$ cat src/rtl/core/rectangle_area_sorter_defines.svh
// ----------------------------------------------------------------------------
// Assertion macros for the rectangle area sorter
// Shared concurrent assertion forms, clocked on clk and disabled in reset.
// ----------------------------------------------------------------------------
`ifndef RECTANGLE_AREA_SORTER_DEFINES_SVH
`define RECTANGLE_AREA_SORTER_DEFINES_SVH

// The consequent must hold in the same cycle as the antecedent.
`define RAS_ASSERT_NOW(label, ante, cons, msg) \
    label: assert property (@(posedge clk) disable iff (!rst_n) (ante) |-> (cons)) \
        else $error(msg);

// The consequent must hold in the cycle after the antecedent.
`define RAS_ASSERT_NEXT(label, ante, cons, msg) \
    label: assert property (@(posedge clk) disable iff (!rst_n) (ante) |=> (cons)) \
        else $error(msg);

`endif

$ cat src/rtl/core/rasort_pkg.sv
// ----------------------------------------------------------------------------
// Rectangle area sorter package
// State encoding for the load, sort and emit sequencer, and RAM control bits.
// ----------------------------------------------------------------------------
`timescale 1ns / 1ps

package rasort_pkg;

    typedef enum logic [6:0] {
        S_IDLE  = 7'b0000001,
        S_DRAIN = 7'b0000010,
        S_RDI   = 7'b0000100,
        S_GETI  = 7'b0001000,
        S_SCAN  = 7'b0010000,
        S_WB    = 7'b0100000,
        S_EMIT  = 7'b1000000
    } seq_state_t;

    typedef struct packed {
        logic we;
        logic re;
    } ram_ctl_t;

endpackage

$ cat src/rtl/core/rectangle_area_sorter.sv
// ----------------------------------------------------------------------------
// Rectangle area sorter
// Collects rectangles, sorts them by area with an exchange sort held in one
// RAM, and emits the sorted set.
// ----------------------------------------------------------------------------
// Items are taken one per cycle while busy is low; an item beyond MAX_ITEMS
// is discarded and sets dropped on every result of its set. The item with
// last_item set raises busy, which stays high through the sort and emit
// phases: the sort compares one pair per cycle through the single read and
// write port of the entry RAM, with the S_RDI, S_GETI and S_WB states added
// to each outer pass, and the emit phase reads one entry per cycle. Each
// result appears for one cycle with out_valid, in the cycle after its read,
// so the last one appears as busy falls. The receiver cannot stall the
// results and must take each one as it appears.
`timescale 1ns / 1ps

`include "rectangle_area_sorter_defines.svh"

module rectangle_area_sorter #(
    parameter int MAX_ITEMS = 16,
    parameter int SIDE_BITS = 16
) (
    input  logic        clk,
    input  logic        rst_n,
    input  logic        start,
    output logic        busy,
    input  logic [15:0] width,
    input  logic [15:0] length,
    input  logic        last_item,
    output logic        out_valid,
    output logic [15:0] out_width,
    output logic [15:0] out_length,
    output logic [31:0] out_area,
    output logic        out_last,
    output logic        dropped
);

    import rasort_pkg::*;

    localparam int AW         = $clog2(MAX_ITEMS);
    localparam int CW         = $clog2(MAX_ITEMS + 1);
    localparam int AREA_BITS  = 2 * SIDE_BITS;
    localparam int ENTRY_BITS = AREA_BITS + 2 * SIDE_BITS;

    seq_state_t state_reg, state_next;
    logic [CW-1:0] count_reg, count_next;
    logic          overflow_reg, overflow_next;
    logic [AW-1:0] i_reg, i_next;
    logic [AW-1:0] j_reg, j_next;
    logic [AW-1:0] k_reg, k_next;
    logic          pend_reg, pend_next;
    logic [AW-1:0] pend_addr_reg;
    logic [SIDE_BITS-1:0] w_s1_reg, l_s1_reg;
    logic [ENTRY_BITS-1:0] cur_reg, cur_next;
    logic          out_valid_reg, out_valid_next;
    logic          out_last_reg, out_last_next;
    logic          dropped_reg, dropped_next;

    logic                  accept;
    logic                  room;
    ram_ctl_t              ram_ctl;
    logic [AW-1:0]         ram_waddr;
    logic [AW-1:0]         ram_raddr;
    logic [ENTRY_BITS-1:0] ram_wdata;
    logic [ENTRY_BITS-1:0] ram_rdata;
    logic [AREA_BITS-1:0]  load_area;
    logic [AREA_BITS-1:0]  cur_area;
    logic [AREA_BITS-1:0]  rd_area;
    logic                  swap;
    logic                  scan_last;
    logic                  pass_last;
    logic                  emit_last;

    assign accept    = start && !busy;
    assign room      = count_reg < CW'(MAX_ITEMS);
    assign load_area = AREA_BITS'(w_s1_reg) * AREA_BITS'(l_s1_reg);

    assign cur_area  = cur_reg[ENTRY_BITS-1 -: AREA_BITS];
    assign rd_area   = ram_rdata[ENTRY_BITS-1 -: AREA_BITS];
    assign swap      = cur_area > rd_area;
    assign scan_last = (CW'(j_reg) + CW'(1)) == count_reg;
    assign pass_last = (CW'(i_reg) + CW'(2)) == count_reg;
    assign emit_last = (CW'(k_reg) + CW'(1)) == count_reg;

    rasort_ram #(
        .WIDTH (ENTRY_BITS),
        .DEPTH (MAX_ITEMS)
    ) u_entry_ram (
        .clk   (clk),
        .we    (ram_ctl.we),
        .waddr (ram_waddr),
        .wdata (ram_wdata),
        .re    (ram_ctl.re),
        .raddr (ram_raddr),
        .rdata (ram_rdata)
    );

    always_comb
    begin
        state_next     = state_reg;
        count_next     = count_reg;
        overflow_next  = overflow_reg;
        i_next         = i_reg;
        j_next         = j_reg;
        k_next         = k_reg;
        pend_next      = 1'b0;
        cur_next       = cur_reg;
        out_valid_next = 1'b0;
        out_last_next  = 1'b0;
        dropped_next   = dropped_reg;
        ram_ctl.we     = 1'b0;
        ram_ctl.re     = 1'b0;
        ram_waddr      = j_reg;
        ram_wdata      = cur_reg;
        ram_raddr      = i_reg;

        if (pend_reg)
        begin
            ram_ctl.we = 1'b1;
            ram_waddr  = pend_addr_reg;
            ram_wdata  = {load_area, w_s1_reg, l_s1_reg};
        end

        case (state_reg)
            S_IDLE:
            begin
                if (accept)
                begin
                    if (room)
                    begin
                        pend_next  = 1'b1;
                        count_next = count_reg + CW'(1);
                    end
                    else
                    begin
                        overflow_next = 1'b1;
                    end
                    if (last_item)
                    begin
                        state_next = S_DRAIN;
                    end
                end
            end
            S_DRAIN:
            begin
                i_next = '0;
                k_next = '0;
                if (count_reg < CW'(2))
                begin
                    state_next = S_EMIT;
                end
                else
                begin
                    state_next = S_RDI;
                end
            end
            S_RDI:
            begin
                ram_ctl.re = 1'b1;
                ram_raddr  = i_reg;
                state_next = S_GETI;
            end
            S_GETI:
            begin
                cur_next   = ram_rdata;
                ram_ctl.re = 1'b1;
                ram_raddr  = i_reg + AW'(1);
                j_next     = i_reg + AW'(1);
                state_next = S_SCAN;
            end
            S_SCAN:
            begin
                if (swap)
                begin
                    ram_ctl.we = 1'b1;
                    ram_waddr  = j_reg;
                    ram_wdata  = cur_reg;
                    cur_next   = ram_rdata;
                end
                if (scan_last)
                begin
                    state_next = S_WB;
                end
                else
                begin
                    ram_ctl.re = 1'b1;
                    ram_raddr  = j_reg + AW'(1);
                    j_next     = j_reg + AW'(1);
                end
            end
            S_WB:
            begin
                ram_ctl.we = 1'b1;
                ram_waddr  = i_reg;
                ram_wdata  = cur_reg;
                i_next     = i_reg + AW'(1);
                if (pass_last)
                begin
                    state_next = S_EMIT;
                end
                else
                begin
                    state_next = S_RDI;
                end
            end
            S_EMIT:
            begin
                ram_ctl.re     = 1'b1;
                ram_raddr      = k_reg;
                out_valid_next = 1'b1;
                out_last_next  = emit_last;
                dropped_next   = overflow_reg;
                k_next         = k_reg + AW'(1);
                if (emit_last)
                begin
                    state_next    = S_IDLE;
                    count_next    = '0;
                    overflow_next = 1'b0;
                end
            end
            default:
            begin
                state_next = S_IDLE;
            end
        endcase
    end

    always_ff @(posedge clk or negedge rst_n)
    begin
        if (!rst_n)
        begin
            state_reg     <= S_IDLE;
            count_reg     <= '0;
            overflow_reg  <= 1'b0;
            pend_reg      <= 1'b0;
            out_valid_reg <= 1'b0;
        end
        else
        begin
            state_reg     <= state_next;
            count_reg     <= count_next;
            overflow_reg  <= overflow_next;
            pend_reg      <= pend_next;
            out_valid_reg <= out_valid_next;
        end
    end

    always_ff @(posedge clk)
    begin
        i_reg        <= i_next;
        j_reg        <= j_next;
        k_reg        <= k_next;
        cur_reg      <= cur_next;
        out_last_reg <= out_last_next;
        dropped_reg  <= dropped_next;
        if (accept)
        begin
            pend_addr_reg <= AW'(count_reg);
            w_s1_reg      <= SIDE_BITS'(width);
            l_s1_reg      <= SIDE_BITS'(length);
        end
    end

    assign busy       = state_reg != S_IDLE;
    assign out_valid  = out_valid_reg;
    assign out_last   = out_last_reg;
    assign dropped    = dropped_reg;
    assign out_width  = 16'(ram_rdata[2*SIDE_BITS-1 -: SIDE_BITS]);
    assign out_length = 16'(ram_rdata[SIDE_BITS-1:0]);
    assign out_area   = 32'(ram_rdata[ENTRY_BITS-1 -: AREA_BITS]);

    `RAS_ASSERT_NOW(a_count_bound, 1'b1, count_reg <= CW'(MAX_ITEMS),
        "entry count exceeds capacity")
    `RAS_ASSERT_NOW(a_no_same_entry, ram_ctl.we && ram_ctl.re, ram_waddr != ram_raddr,
        "read and write of the same entry in one cycle")
    `RAS_ASSERT_NOW(a_set_cleared, $fell(busy), count_reg == '0 && !overflow_reg,
        "set state not cleared at end of output")
    `RAS_ASSERT_NEXT(a_last_ends, out_valid && out_last, !out_valid,
        "result transaction follows the final result")

endmodule

$ cat src/rtl/core/rasort_ram.sv
// ----------------------------------------------------------------------------
// Generic RAM
// One write port and one read port with registered read data.
// ----------------------------------------------------------------------------
`timescale 1ns / 1ps

module rasort_ram #(
    parameter int WIDTH = 64,
    parameter int DEPTH = 16
) (
    input  logic                     clk,
    input  logic                     we,
    input  logic [$clog2(DEPTH)-1:0] waddr,
    input  logic [WIDTH-1:0]         wdata,
    input  logic                     re,
    input  logic [$clog2(DEPTH)-1:0] raddr,
    output logic [WIDTH-1:0]         rdata
);

    logic [WIDTH-1:0] mem [DEPTH];
    logic [WIDTH-1:0] rdata_reg;

    always_ff @(posedge clk)
    begin
        if (we)
        begin
            mem[waddr] <= wdata;
        end
        if (re)
        begin
            rdata_reg <= mem[raddr];
        end
    end

    assign rdata = rdata_reg;

endmodule
$ cat config.mk
export PLATFORM = sky130hd
export DESIGN_NAME = rectangle_area_sorter
export DESIGN_NICKNAME = d
export VERILOG_FILES = /design/src/rtl/core/rasort_pkg.sv /design/src/rtl/core/rectangle_area_sorter.sv /design/src/rtl/core/rasort_ram.sv
export VERILOG_INCLUDE_DIRS = /design/src /design/src/rtl/core
export SDC_FILE = /design/constraint.sdc
export NUM_CORES = 2
export LEC_CHECK = 0
export BUFFER_PORTS_ARGS = -buffer_cell sky130_fd_sc_hd__buf_2
export CAP_MARGIN = 10
export CELL_PAD_IN_SITES_DETAIL_PLACEMENT = 1
export CELL_PAD_IN_SITES_GLOBAL_PLACEMENT = 1
export CORE_MARGIN = 1
export CORE_UTILIZATION = 30
export DETAILED_ROUTE_END_ITERATION = 16
export GPL_TIMING_DRIVEN = 1
export PLACE_DENSITY_LB_ADDON = 0.08
export RECOVER_POWER = 50
export SLEW_MARGIN = 20
export SYNTH_ARGS = -nofsm -noshare
export SYNTH_HDL_FRONTEND = slang
export SYNTH_SLANG_ARGS = --single-unit
$ cat constraint.sdc
create_clock -name clk -period 8.2 [get_ports clk]
set_input_delay 0.41 -clock clk [delete_from_list [all_inputs] [get_ports clk]]
set_output_delay 0.41 -clock clk [all_outputs]
set_load 0.05 [all_outputs]
# ---- Word-level counts from Yosys, hierarchy flattened
# Memory sizes are Yosys's and may differ from the RTL's. A register that Yosys moved wholly into a read port is not among the register bits.
# Cells that the tools add are included.
dict set report word_totals {
  reg_bits 129
  latch_bits 0
  mem_bits_rw 1024
  romBits 0
  in_bits 36
  elab_cells 97
  n_memories 1
}
# memory depth width rd rd_ports_with_merged_regs wr line
set memory_table {}
lappend memory_table {u_entry_ram.mem 16 64 1 1 1 rasort_ram.sv:20} ;# logic [WIDTH-1:0] mem [DEPTH];
dict set report classes {
  n_addsub 7
  n_mul 1
  div 0
  magnitude_cmp 3
  n_eq_ne 19
  shifts 0
  n_mux 40
  bitwise_logic 0
  n_reduce_logical 12
}
# op n
set ops {}
lappend ops {{64-bit case mux with 2 select lines} 2}
lappend ops {{64-bit two-way mux} 3}
lappend ops {{7-bit case mux with 7 select lines} 1}
lappend ops {{7-bit two-way mux} 6}
lappend ops {{32-bit greater-than comparator} 1}
lappend ops {{16-bit by 16-bit multiplier with 32-bit output} 1}
lappend ops {{4-bit case mux with 2 select lines} 4}
lappend ops {{4-bit two-way mux} 4}
lappend ops {{2-bit != test (second input constant)} 8}
lappend ops {{5-bit equality test} 3}
lappend ops {{5-bit two-way mux} 3}
lappend ops {{4-bit by 1-bit adder with 4-bit output (second input constant)} 3}
lappend ops {{1-bit two-way mux} 12}
lappend ops {{4-bit case mux with 3 select lines} 1}
lappend ops {{4-bit AND reduction} 3}
lappend ops {{4-bit by 1-bit adder with 5-bit output (second input constant)} 2}
lappend ops {{5-bit case mux with 2 select lines} 1}
lappend ops {{2-bit nonzero test} 4}
lappend ops {{7-bit by 1-bit equality test with 1-bit output (second input constant)} 1}
lappend ops {{7-bit by 2-bit equality test with 1-bit output (second input constant)} 1}
lappend ops {{7-bit by 3-bit equality test with 1-bit output (second input constant)} 1}
lappend ops {{7-bit by 4-bit equality test with 1-bit output (second input constant)} 1}
lappend ops {{7-bit by 5-bit equality test with 1-bit output (second input constant)} 1}
lappend ops {{7-bit by 6-bit equality test with 1-bit output (second input constant)} 1}
lappend ops {{11 further kinds} 14}

# ---- Longest topological paths before layout
dict set report logic_depth {
  word_depth 5
  mapped_depth 24
  depth_no_buf 22
}

# ---- Cells and area by module
# A second synthesis with hierarchy kept.
dict set report unflattened {
  cells_unflattened 3141
  hier_area_um2 55228.0
}
# module n_inst cells_per_inst area_each_um2
set by_module_without_submodules {}
lappend by_module_without_submodules {rasort_ram 1 1647 40223.6}
lappend by_module_without_submodules {rectangle_area_sorter 1 1494 15004.4}

# ---- Worst setup path after synthesis
# OpenSTA, ideal clock, no wires.
dict set report synth_path {
  path_kind {reg2reg}
  start {reg l_s1_reg[1]}
  end {mem u_entry_ram.mem[0][58], data pin}
  setup_ns 0.330
  arrival_time_ns 6.616
  t_required_ns 7.870
  slack_ns 1.254
  stages_incl_launch_ff 21
  n_path_buf 1
  path_cell_list {edfxtp_1 clkbuf_1 nand2_1 fa_1 fa_1 fa_1 fa_1 inv_1 fa_1 inv_1 fa_1 inv_1 ha_1 and3_1 a32o_1 a221oi_1 o21ai_0 a211oi_1 a21boi_0 xnor2_1 o21ai_0}
}
dict set report synth_via {
  elab_chain_cells 4
}
# item line
set synth_lines {}
lappend synth_lines {{from (decl)} rectangle_area_sorter.sv:53} ;# logic [SIDE_BITS-1:0] w_s1_reg, l_s1_reg;
lappend synth_lines {{from (signal assigned)} rectangle_area_sorter.sv:260} ;# l_s1_reg <= SIDE_BITS'(length);
lappend synth_lines {{16-bit by 16-bit multiplier with 32-bit output *} rectangle_area_sorter.sv:76} ;# assign load_area = AREA_BITS'(w_s1_reg) * AREA_BITS'(l_s1_reg);
lappend synth_lines {{64-bit two-way mux *} rectangle_area_sorter.sv:117} ;# if (pend_reg)
lappend synth_lines {{64-bit two-way mux} rectangle_area_sorter.sv:173} ;# if (swap)
lappend synth_lines {{64-bit case mux with 2 select lines *} rectangle_area_sorter.sv:124} ;# case (state_reg)
lappend synth_lines {{via ram_wdata[58]} rectangle_area_sorter.sv:64} ;# logic [ENTRY_BITS-1:0] ram_wdata;
lappend synth_lines {{to (decl)} rasort_ram.sv:20}
# Mark *: on every way through the listed nets, which the timed path passes. The rest lies on a longest branch.

# ---- Worst setup path in the final report
dict set report layout_path {
  start {reg w_s1_reg[5]}
  end {mem u_entry_ram.mem[12][57], data pin}
}
dict set report layout_via {
  elab_chain_cells 4
}
# item line
set layout_lines {}
lappend layout_lines {{from (decl)} rectangle_area_sorter.sv:53}
lappend layout_lines {{from (signal assigned)} rectangle_area_sorter.sv:259} ;# w_s1_reg <= SIDE_BITS'(width);
lappend layout_lines {{16-bit by 16-bit multiplier with 32-bit output *} rectangle_area_sorter.sv:76}
lappend layout_lines {{64-bit two-way mux *} rectangle_area_sorter.sv:117}
lappend layout_lines {{64-bit two-way mux} rectangle_area_sorter.sv:173}
lappend layout_lines {{64-bit case mux with 2 select lines *} rectangle_area_sorter.sv:124}
lappend layout_lines {{via ram_wdata[57]} rectangle_area_sorter.sv:64}
# Marks and branches as above.

==> impl_metrics.toml <==
[clock_network]
ctsRootBufferMaster = "clkbuf_16"
cts_htree_levels = 4
cts_made_buffers = 147
cts_setup_buffers = 0
cts_tree = "built"
clock_path_buffers = 3
clkLatencyLatePin_ns = 0.83
clk_pin_slew_ns = 0.06
cts.sink_count = 1217

[power]
leakage_nw = 23.7
power.switching_w = 0.00970
powerDensity_mw_per_mm2 = 379
netSwitchingFraction_pct = 39.3
clock_power_share_pct = 25.2
comb_power_share_pct = 41.8
pwr-share-seq_pct = 33.1
ir_drop_mv = 0.547
p_int_w = 0.0150

[synth]
synth_cells = 4391
postSynth.asyncResetShare_pct = 1.23
ys_top_cells_by_area = "edfxtp_1 63%, fa_1 6.8%, nand2_1 5.9%"
ys_warn_count = 0
yosysTopAreaCell = "edfxtp_1"
synth_seq_cells = 1217
ys_types = 74
syn_avg_cell_area_um2 = 13.0
netlist.area_leader.share_pct = 63.3
synth_edf_count = 1201
synthFlopType = "edfxtp_1"
ys_seq_area_share_pct = 64.0
syn-cell-area_mm2 = 0.0569
syn_nets = 4762

[finish]
seqCellArea_mm2 = 0.0365
layout-drive-gt1-share_pct = 6.81
area_growth_pct = 14.4
final_util_pct = 34.6
multi_input_area_mm2 = 0.0183
largest_reg_flops = 1024
nets = 4866
fillers = 19900

[place]
io_buffers = 103
gp_congestion = 0.763
dp_hpwl_mm = 109

[floorplan]
die_area_mm2 = 0.192
core_mm2 = 0.188
num_rows = 159
pin_count = 104
start_util_pct = 30.3
dieHeight_um = 438
fp.dieW_um = 438

[timing]
tns_ns = 0
worstMarginPinSlew_ns = 3.24
final.min_clock_period_ns = 7.62
clock.fmax_ghz = 0.131
drv_slew = 930
finalHoldViolCount = 0
finalSetupViolCount = 0
fin_crit_sh_pct = 92.9
finClkSkew_ns = 0.0731
slew_headroom_pct = -116
rsz0062_at_grt = "no"

[grt]
grt_use_total_pct = 20.5
gr-total-overflow = 0
grt_max_degree = 157
grt_pass1_vias = 38100
grt_pass1_wl_mm = 285
antenna_found_initial = 4

[setup_path]
crit_path_frequent_cell = "fa_1"
crit_required_ns = 8.65
cpPeakStageDelay_ns = 0.88
crit_chain = "and2_1, fa_1, inv_1, fa_1, fa_1, fa_1, inv_1, fa_1, inv_1, fa_1, inv_1, ha_1, and3_1, a221o_1, a21oi_1, a21oi_1, o31ai_1, buf_4, o21bai_1, a21oi_1, xor2_1, o21ai_1"
end_kind = "flip-flop"
worstSetupPathType = "reg2reg"
cp_slowest_cell = "o21ai_1"
startpoint_type = "flip-flop"
worstPathMaxFanout = 17
cp_data_arrival_time_ns = 8.07

[drt]
drt_first_pass_iters = 13
vias_per_cell = 5.10
wl_per_cell_um = 27.8
initialDrtViolationCount = 2303
route.vias.total = 36200
route.detailed.drc = 18
drtAntennaViolNets = 0
wirelength_mm = 197

[status]
failed_checks = "design-rule violations, max-capacitance violations, max-slew violations"
status = "finished with violations"

[run]
cap_violations = 29

[min_path]
hold_path.class = "in2async"
## worst max-delay path, delay by kind of cell, from the launching register on
kind,cells,cell delay [ns]
simple gates,2,0.46
compound gates,7,2.23
xor+xnor,1,0.14
fa+ha+maj,7,3.20
buf+inv,5,0.43
flops,1,0.82
## what timing repair did
action                                 in CTS  in global routing
gates resized for setup                     0                  1
endpoints found under the hold margin      51                  0
setup endpoints to repair                   0                 16
hold buffers                               36                  0
## cells in the mapped netlist, types with 3 or more instances
library cell	instances
dfrtp_1	14
buf_1	9
a31oi_1	263
ha_1	141
a21oi_1	38
o21a_1	5
o211ai_1	8
xor2_1	15
o31ai_1	5
and3b_1	3
nor2b_1	5
edfxtp_1	1201
a22oi_1	130
mux2i_1	3
o21ai_0	51
nor2_1	68
o21bai_1	6
a221o_1	5
nor4_1	3
clkbuf_1	153
buf_2	115
and3_1	269
fa_1	194
xnor2_1	27
a211oi_1	261
nand3_1	14
inv_1	269
nand2_1	893
nand2b_1	9
a21o_1	20
and2_1	124
nand4_1	5
nor3_1	13
## final cells by class
class,instances,area share (%)
Timing Repair Buffer,237,2.60
Clock buffer,174,5.80
Multi-Input combinational cell,2623,28.1
Tap cell,2495,4.79
Clock inverter,77,1.13
Sequential cell,1217,56.0
Antenna cell,1,0.00384
Inverter,269,1.55
## power by group through the flow
stage	clock (W)	combinational [W]	sequential, W
after floorplan	0	0.00622	0.00823
after detailed placement	0	0.0104	0.00826
after global placement	0	0.0104	0.00825
final	0.00620	0.0103	0.00816
after global routing	0.00660	0.0115	0.00818
after CTS	0.00638	0.0105	0.00813
## stage by stage
step | total power [W] | setup slack, ns | hold slack (ns) | area [um2] | std cells
2_1_floorplan | 0.0145 | 1.25 | 0.114 | 56900 | 4391
3_3_place_gp | 0.0187 | 0.410 | 0.366 | 60600 | 6805
3_5_place_dp | 0.0187 | 0.385 | 0.374 | 60600 | 6805
4_1_cts | 0.0250 | 0.390 | 0.0339 | 65500 | 7092
5_1_grt | 0.0263 | 0.140 | 0.318 | 65100 | 7092
6_report | 0.0247 | 0.579 | 0.311 | 65100 | 7093
## logic make-up after synthesis
| kind of cell | share of synthesized area [%] |
|---|---|
| AOI/OAI and AO/OA | 9.95 |
| and+or+nand+nor | 11.4 |
| buffers and inverters | 3.93 |
| DFF | 64.0 |
| xor gates and xnor gates | 0.686 |
| muxes | 0.0725 |
| adders and majority gates | 9.92 |
## layer usage
metal	share of wire, %	track usage [%]	routed length [um]
met1	48	29.0	93600
met2	48	33.9	95000
met3	2.8	2.37	5540
met4	1.4	4.04	2780
met5	0	0	0
## path summary, 6_finish.rpt
kind | start | endpoint | slack [ns] | cells past startpoint
max | w_s1_reg[5] | u_entry_ram.mem[12][57] | 0.58 | 22
min | rst_n | state_reg[4] | 0.31 | 2
max reg2reg | w_s1_reg[5] | u_entry_ram.mem[12][57] | 0.58 | 22
min reg2reg | u_entry_ram.rdata[2] | cur_reg[2] | 0.45 | 0
max in group asynchronous | rst_n | count_reg[3] | 7.27 | 2
min in group clk | length[0] | l_s1_reg[0] | 0.34 | 2
## placed cells by master (no fill, tap or decap), types with 20 or more instances in the layout
cell / instances
dlygate4sd3_1: 36
buf_12: 20
and2_1: 119
a211oi_1: 261
o21ai_0: 44
clkinv_1: 35
a21oi_1: 38
clkinv_2: 21
a22oi_1: 130
buf_4: 63
ha_1: 141
nand2_1: 893
inv_1: 269
xnor2_1: 27
clkbuf_16: 147
fa_1: 194
a21o_1: 20
clkbuf_1: 129
a31oi_1: 263
and3_1: 269
edfxtp_1: 1201
nor2_1: 64
Power figures use the tool's default switching activity.
